### config.mk
export PLATFORM = sky130hd
export DESIGN_NAME = sorted_group_max_average
export DESIGN_NICKNAME = d
export VERILOG_FILES = /design/src/rtl/core/sgma_pkg.sv /design/src/rtl/core/sgma_front.sv /design/src/rtl/core/sgma_queue.sv /design/src/rtl/core/sgma_back.sv /design/src/rtl/core/sorted_group_max_average.sv
export SDC_FILE = /design/constraint.sdc
export NUM_CORES = 2
export LEC_CHECK = 0
export ABC_AREA = 1
export BUFFER_PORTS_ARGS = -buffer_cell sky130_fd_sc_hd__buf_2
export CORE_MARGIN = 2
export CORE_UTILIZATION = 45
export CTS_BUF_LIST = sky130_fd_sc_hd__clkbuf_8 sky130_fd_sc_hd__clkbuf_16
export CTS_CLUSTER_DIAMETER = 100
export DETAILED_ROUTE_END_ITERATION = 7
export PLACE_DENSITY = 0.66
export SYNTH_ARGS = -nofsm -noshare
export SYNTH_HDL_FRONTEND = slang
export SYNTH_SLANG_ARGS = --single-unit
### constraint.sdc
create_clock -name clk -period 17.19 [get_ports clk]
set_input_delay 1.719 -clock clk [delete_from_list [all_inputs] [get_ports clk]]
set_output_delay 1.719 -clock clk [all_outputs]
set_load 0.005 [all_outputs]
### src/rtl/core/sgma_pkg.sv
// ----------------------------------------------------------------------------
// sgma_pkg
// Shared types and constants of the sorted group max/average aggregator.
// ----------------------------------------------------------------------------
`default_nettype none

package sgma_pkg;

  localparam int unsigned KEY_W = 31;
  localparam int unsigned VAL_W = 31;
  localparam int unsigned SUM_W = 63;
  localparam int unsigned CNT_W = 32;
  localparam int unsigned AVG_W = 31;

  localparam logic [CNT_W-1:0] CNT_MAX = '1;

  // One finished group, handed from the front to the divider.
  typedef struct packed {
    logic [KEY_W-1:0] key;
    logic [VAL_W-1:0] max;
    logic [SUM_W-1:0] sum;
    logic [CNT_W-1:0] cnt;
    logic             last;
  } job_t;

  // Up to two jobs per accepted item; job1 only valid together with job0.
  typedef struct packed {
    logic vld0;
    logic vld1;
    job_t job0;
    job_t job1;
  } q_push_t;

  typedef enum logic [1:0] {
    BK_IDLE,
    BK_DIV,
    BK_DONE
  } bk_state_t;

endpackage

`default_nettype wire

### src/rtl/core/sgma_front.sv
// ----------------------------------------------------------------------------
// sgma_front
// Accumulates max, sum and count of the open group; issues finished groups.
// ----------------------------------------------------------------------------
`default_nettype none

module sgma_front (
  input  wire logic                        clk,
  input  wire logic                        rst_n,
  input  wire logic                        accept,
  input  wire logic [sgma_pkg::KEY_W-1:0]  key,
  input  wire logic [sgma_pkg::VAL_W-1:0]  val,
  input  wire logic                        eos,
  output sgma_pkg::q_push_t                q_push
);

  logic                       open_r, open_nxt;
  logic [sgma_pkg::KEY_W-1:0] key_r, key_nxt;
  logic [sgma_pkg::VAL_W-1:0] max_r, max_nxt;
  logic [sgma_pkg::SUM_W-1:0] sum_r, sum_nxt;
  logic [sgma_pkg::CNT_W-1:0] cnt_r, cnt_nxt;

  logic           same;
  logic           old_vld;
  sgma_pkg::job_t old_job;
  sgma_pkg::job_t fold_job;

  always_comb begin
    same = open_r && (key == key_r);
    if (same) begin
      key_nxt = key_r;
      max_nxt = (val > max_r) ? val : max_r;
      if (cnt_r != sgma_pkg::CNT_MAX) begin
        sum_nxt = sum_r + {{(sgma_pkg::SUM_W - sgma_pkg::VAL_W){1'b0}}, val};
        cnt_nxt = cnt_r + 1'b1;
      end else begin
        sum_nxt = sum_r;
        cnt_nxt = cnt_r;
      end
    end else begin
      key_nxt = key;
      max_nxt = val;
      sum_nxt = {{(sgma_pkg::SUM_W - sgma_pkg::VAL_W){1'b0}}, val};
      cnt_nxt = {{(sgma_pkg::CNT_W - 1){1'b0}}, 1'b1};
    end
    open_nxt = !eos;

    old_vld       = open_r && !same;
    old_job.key   = key_r;
    old_job.max   = max_r;
    old_job.sum   = sum_r;
    old_job.cnt   = cnt_r;
    old_job.last  = !eos;
    fold_job.key  = key_nxt;
    fold_job.max  = max_nxt;
    fold_job.sum  = sum_nxt;
    fold_job.cnt  = cnt_nxt;
    fold_job.last = 1'b1;

    // previous group first, then the flushed one on end of stream
    q_push.vld0 = accept && (old_vld || eos);
    q_push.vld1 = accept && old_vld && eos;
    q_push.job0 = old_vld ? old_job : fold_job;
    q_push.job1 = fold_job;
  end

  always_ff @(posedge clk) begin
    if (!rst_n) begin
      open_r <= 1'b0;
    end else if (accept) begin
      open_r <= open_nxt;
    end
  end

  always_ff @(posedge clk) begin
    if (accept) begin
      key_r <= key_nxt;
      max_r <= max_nxt;
      sum_r <= sum_nxt;
      cnt_r <= cnt_nxt;
    end
  end

endmodule

`default_nettype wire

### src/rtl/core/sgma_queue.sv
// ----------------------------------------------------------------------------
// sgma_queue
// Small job queue between front and divider; takes up to two jobs a cycle.
// ----------------------------------------------------------------------------
`default_nettype none

module sgma_queue #(
  parameter int unsigned DEPTH = 4
) (
  input  wire logic              clk,
  input  wire logic              rst_n,
  input  wire sgma_pkg::q_push_t q_push,
  input  wire logic              rd,
  output sgma_pkg::job_t         head,
  output logic                   empty,
  output logic                   no_room
);

  localparam int unsigned AW = (DEPTH > 1) ? $clog2(DEPTH) : 1;
  localparam int unsigned CW = $clog2(DEPTH + 1);
  localparam logic [AW-1:0] LAST_IDX = AW'(DEPTH - 1);

  sgma_pkg::job_t mem [DEPTH];

  logic [AW-1:0] wp_r, wp_nxt, wp1;
  logic [AW-1:0] rp_r, rp_nxt;
  logic [CW-1:0] cnt_r, cnt_nxt;

  function automatic logic [AW-1:0] incr(input logic [AW-1:0] p);
    incr = (p == LAST_IDX) ? '0 : p + 1'b1;
  endfunction

  always_comb begin
    wp1     = incr(wp_r);
    wp_nxt  = q_push.vld1 ? incr(wp1) : (q_push.vld0 ? wp1 : wp_r);
    rp_nxt  = rd ? incr(rp_r) : rp_r;
    cnt_nxt = cnt_r + CW'(q_push.vld0) + CW'(q_push.vld1) - CW'(rd);
    head    = mem[rp_r];
    empty   = (cnt_r == '0);
    // an item may bring two jobs
    no_room = ({1'b0, cnt_r} + (CW + 1)'(2)) > (CW + 1)'(DEPTH);
  end

  always_ff @(posedge clk) begin
    if (!rst_n) begin
      wp_r  <= '0;
      rp_r  <= '0;
      cnt_r <= '0;
    end else begin
      wp_r  <= wp_nxt;
      rp_r  <= rp_nxt;
      cnt_r <= cnt_nxt;
    end
  end

  always_ff @(posedge clk) begin
    if (q_push.vld0) begin
      mem[wp_r] <= q_push.job0;
    end
    if (q_push.vld1) begin
      mem[wp1] <= q_push.job1;
    end
  end

endmodule

`default_nettype wire

### src/rtl/core/sgma_back.sv
// ----------------------------------------------------------------------------
// sgma_back
// Radix-2 divider for sum/count and the result register.
// ----------------------------------------------------------------------------
`default_nettype none

module sgma_back (
  input  wire logic                        clk,
  input  wire logic                        rst_n,
  input  wire sgma_pkg::job_t              head,
  input  wire logic                        q_empty,
  output logic                             q_rd,
  input  wire logic                        pop,
  output logic                             empty,
  output logic [sgma_pkg::KEY_W-1:0]       key_out,
  output logic [sgma_pkg::VAL_W-1:0]       max_out,
  output logic [sgma_pkg::AVG_W-1:0]       avg_out,
  output logic                             last_out
);

  localparam int unsigned AVG_W = sgma_pkg::AVG_W;
  localparam int unsigned CNT_W = sgma_pkg::CNT_W;
  localparam int unsigned SW    = $clog2(AVG_W);
  localparam logic [SW-1:0] LAST_STEP = SW'(AVG_W - 1);

  sgma_pkg::bk_state_t state_r, state_nxt;

  logic [SW-1:0]              step_r, step_nxt;
  logic [CNT_W-1:0]           rem_r, rem_nxt;
  logic [AVG_W-1:0]           quo_r, quo_nxt;
  logic [CNT_W-1:0]           div_r;
  logic [sgma_pkg::KEY_W-1:0] key_r;
  logic [sgma_pkg::VAL_W-1:0] max_r;
  logic                       last_r;
  logic                       load;
  logic                       out_vld_r, out_vld_nxt;
  logic                       out_load;
  logic [CNT_W:0]             trial;
  logic                       take;

  // quotient bits shift in where dividend bits shift out
  always_comb begin
    trial = {rem_r, quo_r[AVG_W-1]};
    take  = trial >= {1'b0, div_r};
  end

  always_comb begin
    state_nxt = state_r;
    step_nxt  = step_r;
    rem_nxt   = rem_r;
    quo_nxt   = quo_r;
    load      = 1'b0;
    q_rd      = 1'b0;
    out_load  = 1'b0;
    case (state_r)
      sgma_pkg::BK_IDLE: begin
        if (!q_empty) begin
          q_rd      = 1'b1;
          load      = 1'b1;
          // average < 2^31, so the upper dividend bits are below the count
          rem_nxt   = head.sum[sgma_pkg::SUM_W-1:AVG_W];
          quo_nxt   = head.sum[AVG_W-1:0];
          step_nxt  = '0;
          state_nxt = sgma_pkg::BK_DIV;
        end
      end
      sgma_pkg::BK_DIV: begin
        rem_nxt  = take ? CNT_W'(trial - {1'b0, div_r}) : trial[CNT_W-1:0];
        quo_nxt  = {quo_r[AVG_W-2:0], take};
        step_nxt = step_r + 1'b1;
        if (step_r == LAST_STEP) begin
          state_nxt = sgma_pkg::BK_DONE;
        end
      end
      sgma_pkg::BK_DONE: begin
        if (!out_vld_r || pop) begin
          out_load  = 1'b1;
          state_nxt = sgma_pkg::BK_IDLE;
        end
      end
      default: begin
        state_nxt = sgma_pkg::BK_IDLE;
      end
    endcase
    out_vld_nxt = out_load ? 1'b1 : (pop ? 1'b0 : out_vld_r);
  end

  always_ff @(posedge clk) begin
    if (!rst_n) begin
      state_r   <= sgma_pkg::BK_IDLE;
      out_vld_r <= 1'b0;
    end else begin
      state_r   <= state_nxt;
      out_vld_r <= out_vld_nxt;
    end
  end

  always_ff @(posedge clk) begin
    step_r <= step_nxt;
    rem_r  <= rem_nxt;
    quo_r  <= quo_nxt;
    if (load) begin
      div_r  <= head.cnt;
      key_r  <= head.key;
      max_r  <= head.max;
      last_r <= head.last;
    end
    if (out_load) begin
      key_out  <= key_r;
      max_out  <= max_r;
      avg_out  <= (div_r == '0) ? '0 : quo_r;
      last_out <= last_r;
    end
  end

  assign empty = !out_vld_r;

endmodule

`default_nettype wire

### src/rtl/core/sorted_group_max_average.sv
// ----------------------------------------------------------------------------
// sorted_group_max_average
// Group-by over key-sorted records: emits key, max and average per group.
// ----------------------------------------------------------------------------
//  channel  | handshake     | payload
//  ---------+---------------+-------------------------------------------------
//  input    | push / full   | in_record_key, in_record_value, in_end_of_stream
//  result   | empty / pop   | out_group_key_out, out_group_max_out,
//           |               | out_group_average_out, out_run_last
//
//  The front folds one record per cycle into the open group while full is low.
//  Each finished group passes through the back end as load, 31 divider
//  steps and hand-off; the radix-2 divider sets the per-group rate.
//  The job queue (QUEUE_DEPTH entries) lets records stream on while groups
//  divide; full rises when fewer than two entries are free.
//  Synchronous reset clears the open group, the queue and the result valid flag.
// ----------------------------------------------------------------------------
`default_nettype none

module sorted_group_max_average #(
  parameter int unsigned QUEUE_DEPTH = 4
) (
  input  wire logic                       clk,
  input  wire logic                       rst_n,
  input  wire logic                       push,
  output logic                            full,
  input  wire logic [sgma_pkg::KEY_W-1:0] in_record_key,
  input  wire logic [sgma_pkg::VAL_W-1:0] in_record_value,
  input  wire logic                       in_end_of_stream,
  output logic                            empty,
  input  wire logic                       pop,
  output logic [sgma_pkg::KEY_W-1:0]      out_group_key_out,
  output logic [sgma_pkg::VAL_W-1:0]      out_group_max_out,
  output logic [sgma_pkg::AVG_W-1:0]      out_group_average_out,
  output logic                            out_run_last
);

  sgma_pkg::q_push_t q_push;
  sgma_pkg::job_t    q_head;
  logic              q_empty;
  logic              q_rd;
  logic              accept;

  assign accept = push && !full;

  sgma_front u_front (
    .clk    (clk),
    .rst_n  (rst_n),
    .accept (accept),
    .key    (in_record_key),
    .val    (in_record_value),
    .eos    (in_end_of_stream),
    .q_push (q_push)
  );

  sgma_queue #(
    .DEPTH (QUEUE_DEPTH)
  ) u_queue (
    .clk     (clk),
    .rst_n   (rst_n),
    .q_push  (q_push),
    .rd      (q_rd),
    .head    (q_head),
    .empty   (q_empty),
    .no_room (full)
  );

  sgma_back u_back (
    .clk      (clk),
    .rst_n    (rst_n),
    .head     (q_head),
    .q_empty  (q_empty),
    .q_rd     (q_rd),
    .pop      (pop),
    .empty    (empty),
    .key_out  (out_group_key_out),
    .max_out  (out_group_max_out),
    .avg_out  (out_group_average_out),
    .last_out (out_run_last)
  );

endmodule

`default_nettype wire

# Word level (Yosys, flattened, before mapping)

Memory sizes are Yosys's and may differ from the RTL's. A register that Yosys moved wholly into a read port is not among the register bits.
Index checks and enable logic that the tools add are counted.

Output and inout port bits: 96
Memories kept: 1
Logic and storage cells: 103
Input port bits: 67
RAM bits: 632
Register bits after elaboration: 425

Eq/ne operators: 11
Order comparisons: 3
Add/subtract/negate cells: 11
Mux-type cells: 36
Reductions and logical operators: 20

Memories:

| memory      | words | width | rd ports | clocked after memory_dff | wr ports | RTL line         | RTL |
|---|---|---|---|---|---|---|---|
| u_queue.mem | 4     | 158   | 1        | 1                        | 2        | sgma_queue.sv:23 | `sgma_pkg::job_t mem [DEPTH];` |

Operators by type and width:

| operator              | count |
|---|---|
| $mux 158              | 1 |
| $mux 32               | 4 |
| $mux 63               | 2 |
| $mux 31               | 4 |
| $pmux 32 s2           | 1 |
| $add 63x31->63        | 1 |
| $pmux 31 s2           | 1 |
| $ge 33x32->1          | 1 |
| $add 32x1->32 const B | 1 |
| $logic_not 32->1      | 1 |
| $ne 32x32->1 const B  | 1 |
| $sub 32x32->32        | 1 |
| $eq 31x31->1          | 1 |
| $gt 31x31->1          | 1 |
| $mux 2                | 10 |
| $mux 1                | 10 |
| $pmux 5 s2            | 1 |
| $eq 2x2->1 const B    | 4 |
| $add 2x1->2 const B   | 3 |
| $add 3x1->3           | 2 |
| $logic_and 1x1->1     | 6 |
| $pmux 2 s3            | 1 |
| $reduce_bool 2->1     | 3 |
| $add 5x1->5 const B   | 1 |
| other kinds (14)      | 19 |

# Logic depth before layout (Yosys ltp)

Depth in word-level cells: 9
Depth in mapped cells: 18
Mapped depth without buffers: 18

# Cells and area by module

Synthesis repeated with hierarchy kept, for this count alone.

Cell total of the unflattened synthesis: 6999
Area total of the unflattened synthesis: 59186.8 um2

By module, submodules not included:

| module                   | sequential area each (um2) | cells an instance | instances | area each (um2) |
|---|---|---|---|---|
| sgma_queue               | 19158.4                    | 3476              | 1         | 32304.7 |
| sgma_front               | 4734.5                     | 2331              | 1         | 14745.4 |
| sgma_back                | 7777.5                     | 1190              | 1         | 12126.6 |
| sorted_group_max_average | 0.0                        | 2                 | 1         | 10.0 |

# Least setup slack after synthesis

No wires, ideal clock.

Path kind: input-to-reg
From: in push
To: mem u_queue.mem[0][71] (netlist bit), data pin
Stages on the path: 9
Setup slack: 10344 ps
Library setup time: 146 ps
Arrival time: 6700 ps
Required time: 17044 ps
Path buffers: 1
Cell sequence: nand2_1 -> inv_2 -> nand4_4 -> inv_2 -> nand2_2 -> nand2_2 -> inv_2 -> buf_2 -> a21oi_1

RTL lines:

| what               | RTL line                       | RTL |
|---|---|---|
| start: declaration | sorted_group_max_average.sv:25 | `input wire logic push,` |
| end: declaration   | sgma_queue.sv:23               |  |

==> qor.csv <==
metric;value;unit
r2r_start;u_queue.cnt_r[1]$_SDFF_PN0_;
reg2reg_depth;13;
num_vias;46100;
syn2layout_area_growth;10.1;%
die_x;355;um
grt_pass1_vias;43200;
worstPathRequired;17680;ps
place_inst;7666;
layout.cells.non_filler;7876;
syn_nets;6332;
postSynthCellCount;6156;
mostFrequentLayoutCell;nand2_1;
skew;40.3;ps
setup_ws;11660;ps
vias_per_cell;5.86;
r2r_slack;12140;ps
wl_per_cell;22.9;um
violations;DRC;
status;finished with violations;
syn_area;0.0555;mm^2
drt-pass1-iter-count;8;
worstPathMaxFanout;32;
synth-async-reset-ratio;0;
worstMarginPinSlew;1210;ps
drive_gt1_frac;0.0738;
cts_setup_buffers;0;
critPathKind;input pin to register;
row_count;128;
reg2reg_to;u_queue.mem[1][77]$_DFFE_PP_;
ctsRootBufferMaster;clkbuf_16;
synth_cell_type_count;59;
vdd_drop_max;0.138;mV
cts.clk_slew.worst_paths;60;ps
fin_crit_sh;0.322;
layout_common_cells;nand2_1, edfxtp_1, nor2_1, inv_1, o21ai_0;
grt_pass1_wl;269000;um
synth_top_family_by_area;simple AND/OR/NAND/NOR gates;
portBuffers;162;
fin_nets;6330;
start_util;0.455;
critical_path.startpoint_type;input pin;
drv_cap;0;
synth_flop_cell;edfxtp_1;
num-fill-cells;11300;
final_max_slew_viol_count;0;
final_util;0.501;
grt.total_usage;0.280;
setup_violations;0;
clockBufferDepth;3;
h-tree-depth;3;
synthSimpleGateAreaFrac;0.224;
synth_xor_area_frac;0.0150;
max_slew_margin;0.192;
dieArea;0.126;mm^2
synth_edf_count;1042;
crit_path_start;in_record_value[23];
cts_tree;done;
seq_area_frac_synth;0.570;
timing.final.hold_violations;0;
numCtsBuffers;111;
pin_count;163;
synth_compound_area_frac;0.104;
min_period;5530;ps
post-place-ws;11110;ps
endpoint;u_queue.mem[3][119]$_DFFE_PP_;
synthMuxAreaShare;0;
crit_path_end_kind;register;
clock-sinks;1059;
arrival;6020;ps
grt_max_degree;148;
timing.hold.ws;388;ps
holdBufCountCts;0;
synth_area_per_cell;9.02;um^2
ant_nets;0;
ys_ff_latch;1059;
drt_iter0_markers;6393;
leakagePower;24.4;nW
gp_congestion;0.956;
yosysWarnings;0;
hold_class;register to register;
drc;3;
synth_fa_ha_area_frac;0.0251;
die_y;355;um
clk_latency;760;ps
grt-ovfl-total;0;
tns;0;ps
rsz0062_at_grt;false;
finalWirelength;180000;um
powerDensity;161;mW/mm^2
post_cts_resized;0;
antenna_found_initial;9;
fp.coreArea;0.122;mm^2
dp_hpwl;115000;um
fmax;0.181;GHz
cell families after synthesis:
family,count (synthesis)
AO/OA/AOI/OAI,1041
XOR/XNOR,95
buffers and inverters,879
AND/OR/NAND/NOR,2973
flip-flops,1059
adder cells (fa/ha/maj),109
worst min-delay path by stage:
stage / startpoint / to / slack, ps / cells after the start
3_5_place_dp: u_back.max_r[11]$_DFFE_PP_ / u_back.max_out[11]$_DFFE_PP_ / 400 / 0
4_1_cts: u_back.key_r[5]$_DFFE_PP_ / u_back.key_out[5]$_DFFE_PP_ / 400 / 0
5_1_grt: u_back.key_r[5]$_DFFE_PP_ / u_back.key_out[5]$_DFFE_PP_ / 400 / 0
6_report: u_back.key_r[5]$_DFFE_PP_ / u_back.key_out[5]$_DFFE_PP_ / 390 / 0
3_3_place_gp: u_back.key_r[20]$_DFFE_PP_ / u_back.key_out[20]$_DFFE_PP_ / 400 / 0
2_1_floorplan: u_back.key_r[0]$_DFFE_PP_ / u_back.key_out[0]$_DFFE_PP_ / 400 / 0
power breakdown:
part	internal, W	leakage (nW)	switching, W
logic	0.000942	12.8	0.00263
registers	0.00361	9.80	0.000286
clock network	0.00131	1.82	0.00107
worst max-delay path, cell delays in order:
cell and delay, ps:
buf_2 180, ha_1 540, nand4_1 130, nor3_1 730
nand4_1 190, nand2_2 800, nand2_2 870, nand2_1 290
nand3_1 220, nand3_1 160, nand2_1 70
layout make-up:
type | instances | area, um^2 | area share
flip-flops and latches | 1059 | 31600 | 0.518
multi-input cells | 4218 | 20600 | 0.336
clock buffers | 112 | 2800 | 0.0458
inverters | 545 | 2070 | 0.0339
well taps | 1625 | 2030 | 0.0333
repair buffers | 219 | 1290 | 0.0211
clock inverters | 93 | 729 | 0.0119
diodes | 5 | 12.5 | 0.000205
synth_stat cells (7+ instances only):
library cell,number,share of area
nand2_1,1613,0.11
edfxtp_1,1042,0.56
nor2_1,591,0.040
inv_1,526,0.036
o21ai_0,475,0.043
nand3_1,445,0.040
o22ai_1,266,0.030
a21oi_1,223,0.020
clkbuf_1,219,0.015
nor3_1,161,0.015
ha_1,105,0.024
buf_2,75,0.0068
xnor2_1,49,0.0077
xor2_1,46,0.0073
nand4_1,43,0.0048
nand3b_1,26,0.0035
buf_1,25,0.0017
dfxtp_1,17,0.0061
a32o_1,16,0.0029
inv_2,16,0.0011
nor4_1,16,0.0018
nand2_2,14,0.0016
nor2_2,14,0.0016
o21ai_1,14,0.0013
a31oi_1,13,0.0015
buf_4,12,0.0016
and2_1,10,0.0011
and3_1,10,0.0011
or2_2,10,0.0011
o21bai_1,7,0.00095
registers in the layout, summed over array words and instances (netlist names), 3 cells and up, named ones only:
signal and count:
u_back.avg_out 31, u_back.div_r 32, u_back.key_out 31, u_back.key_r 31, u_back.max_out 31, u_back.max_r 31
u_back.quo_r 31, u_back.rem_r 32, u_back.step_r 5, u_front.cnt_r 32, u_front.key_r 31, u_front.max_r 31
u_front.sum_r 63, u_queue.cnt_r 3, u_queue.mem 632
stage by stage:
stage / instance area, um^2 / power (W)
after global routing: 61100 / 0.0103
after floorplan: 55500 / 0.00617
after CTS: 61100 / 0.00979
after detailed placement: 57600 / 0.00744
final: 61100 / 0.00985
after global placement: 57600 / 0.00738
layer usage:
layer	GRT usage	up-vias	wire, um
li1	-	21200	-
met1	0.401	22100	75100
met2	0.430	2520	80300
met3	0.0482	361	19500
met4	0.0978	12	5570
met5	0	-	69
Note: power is estimated with default switching activity, not from simulation.
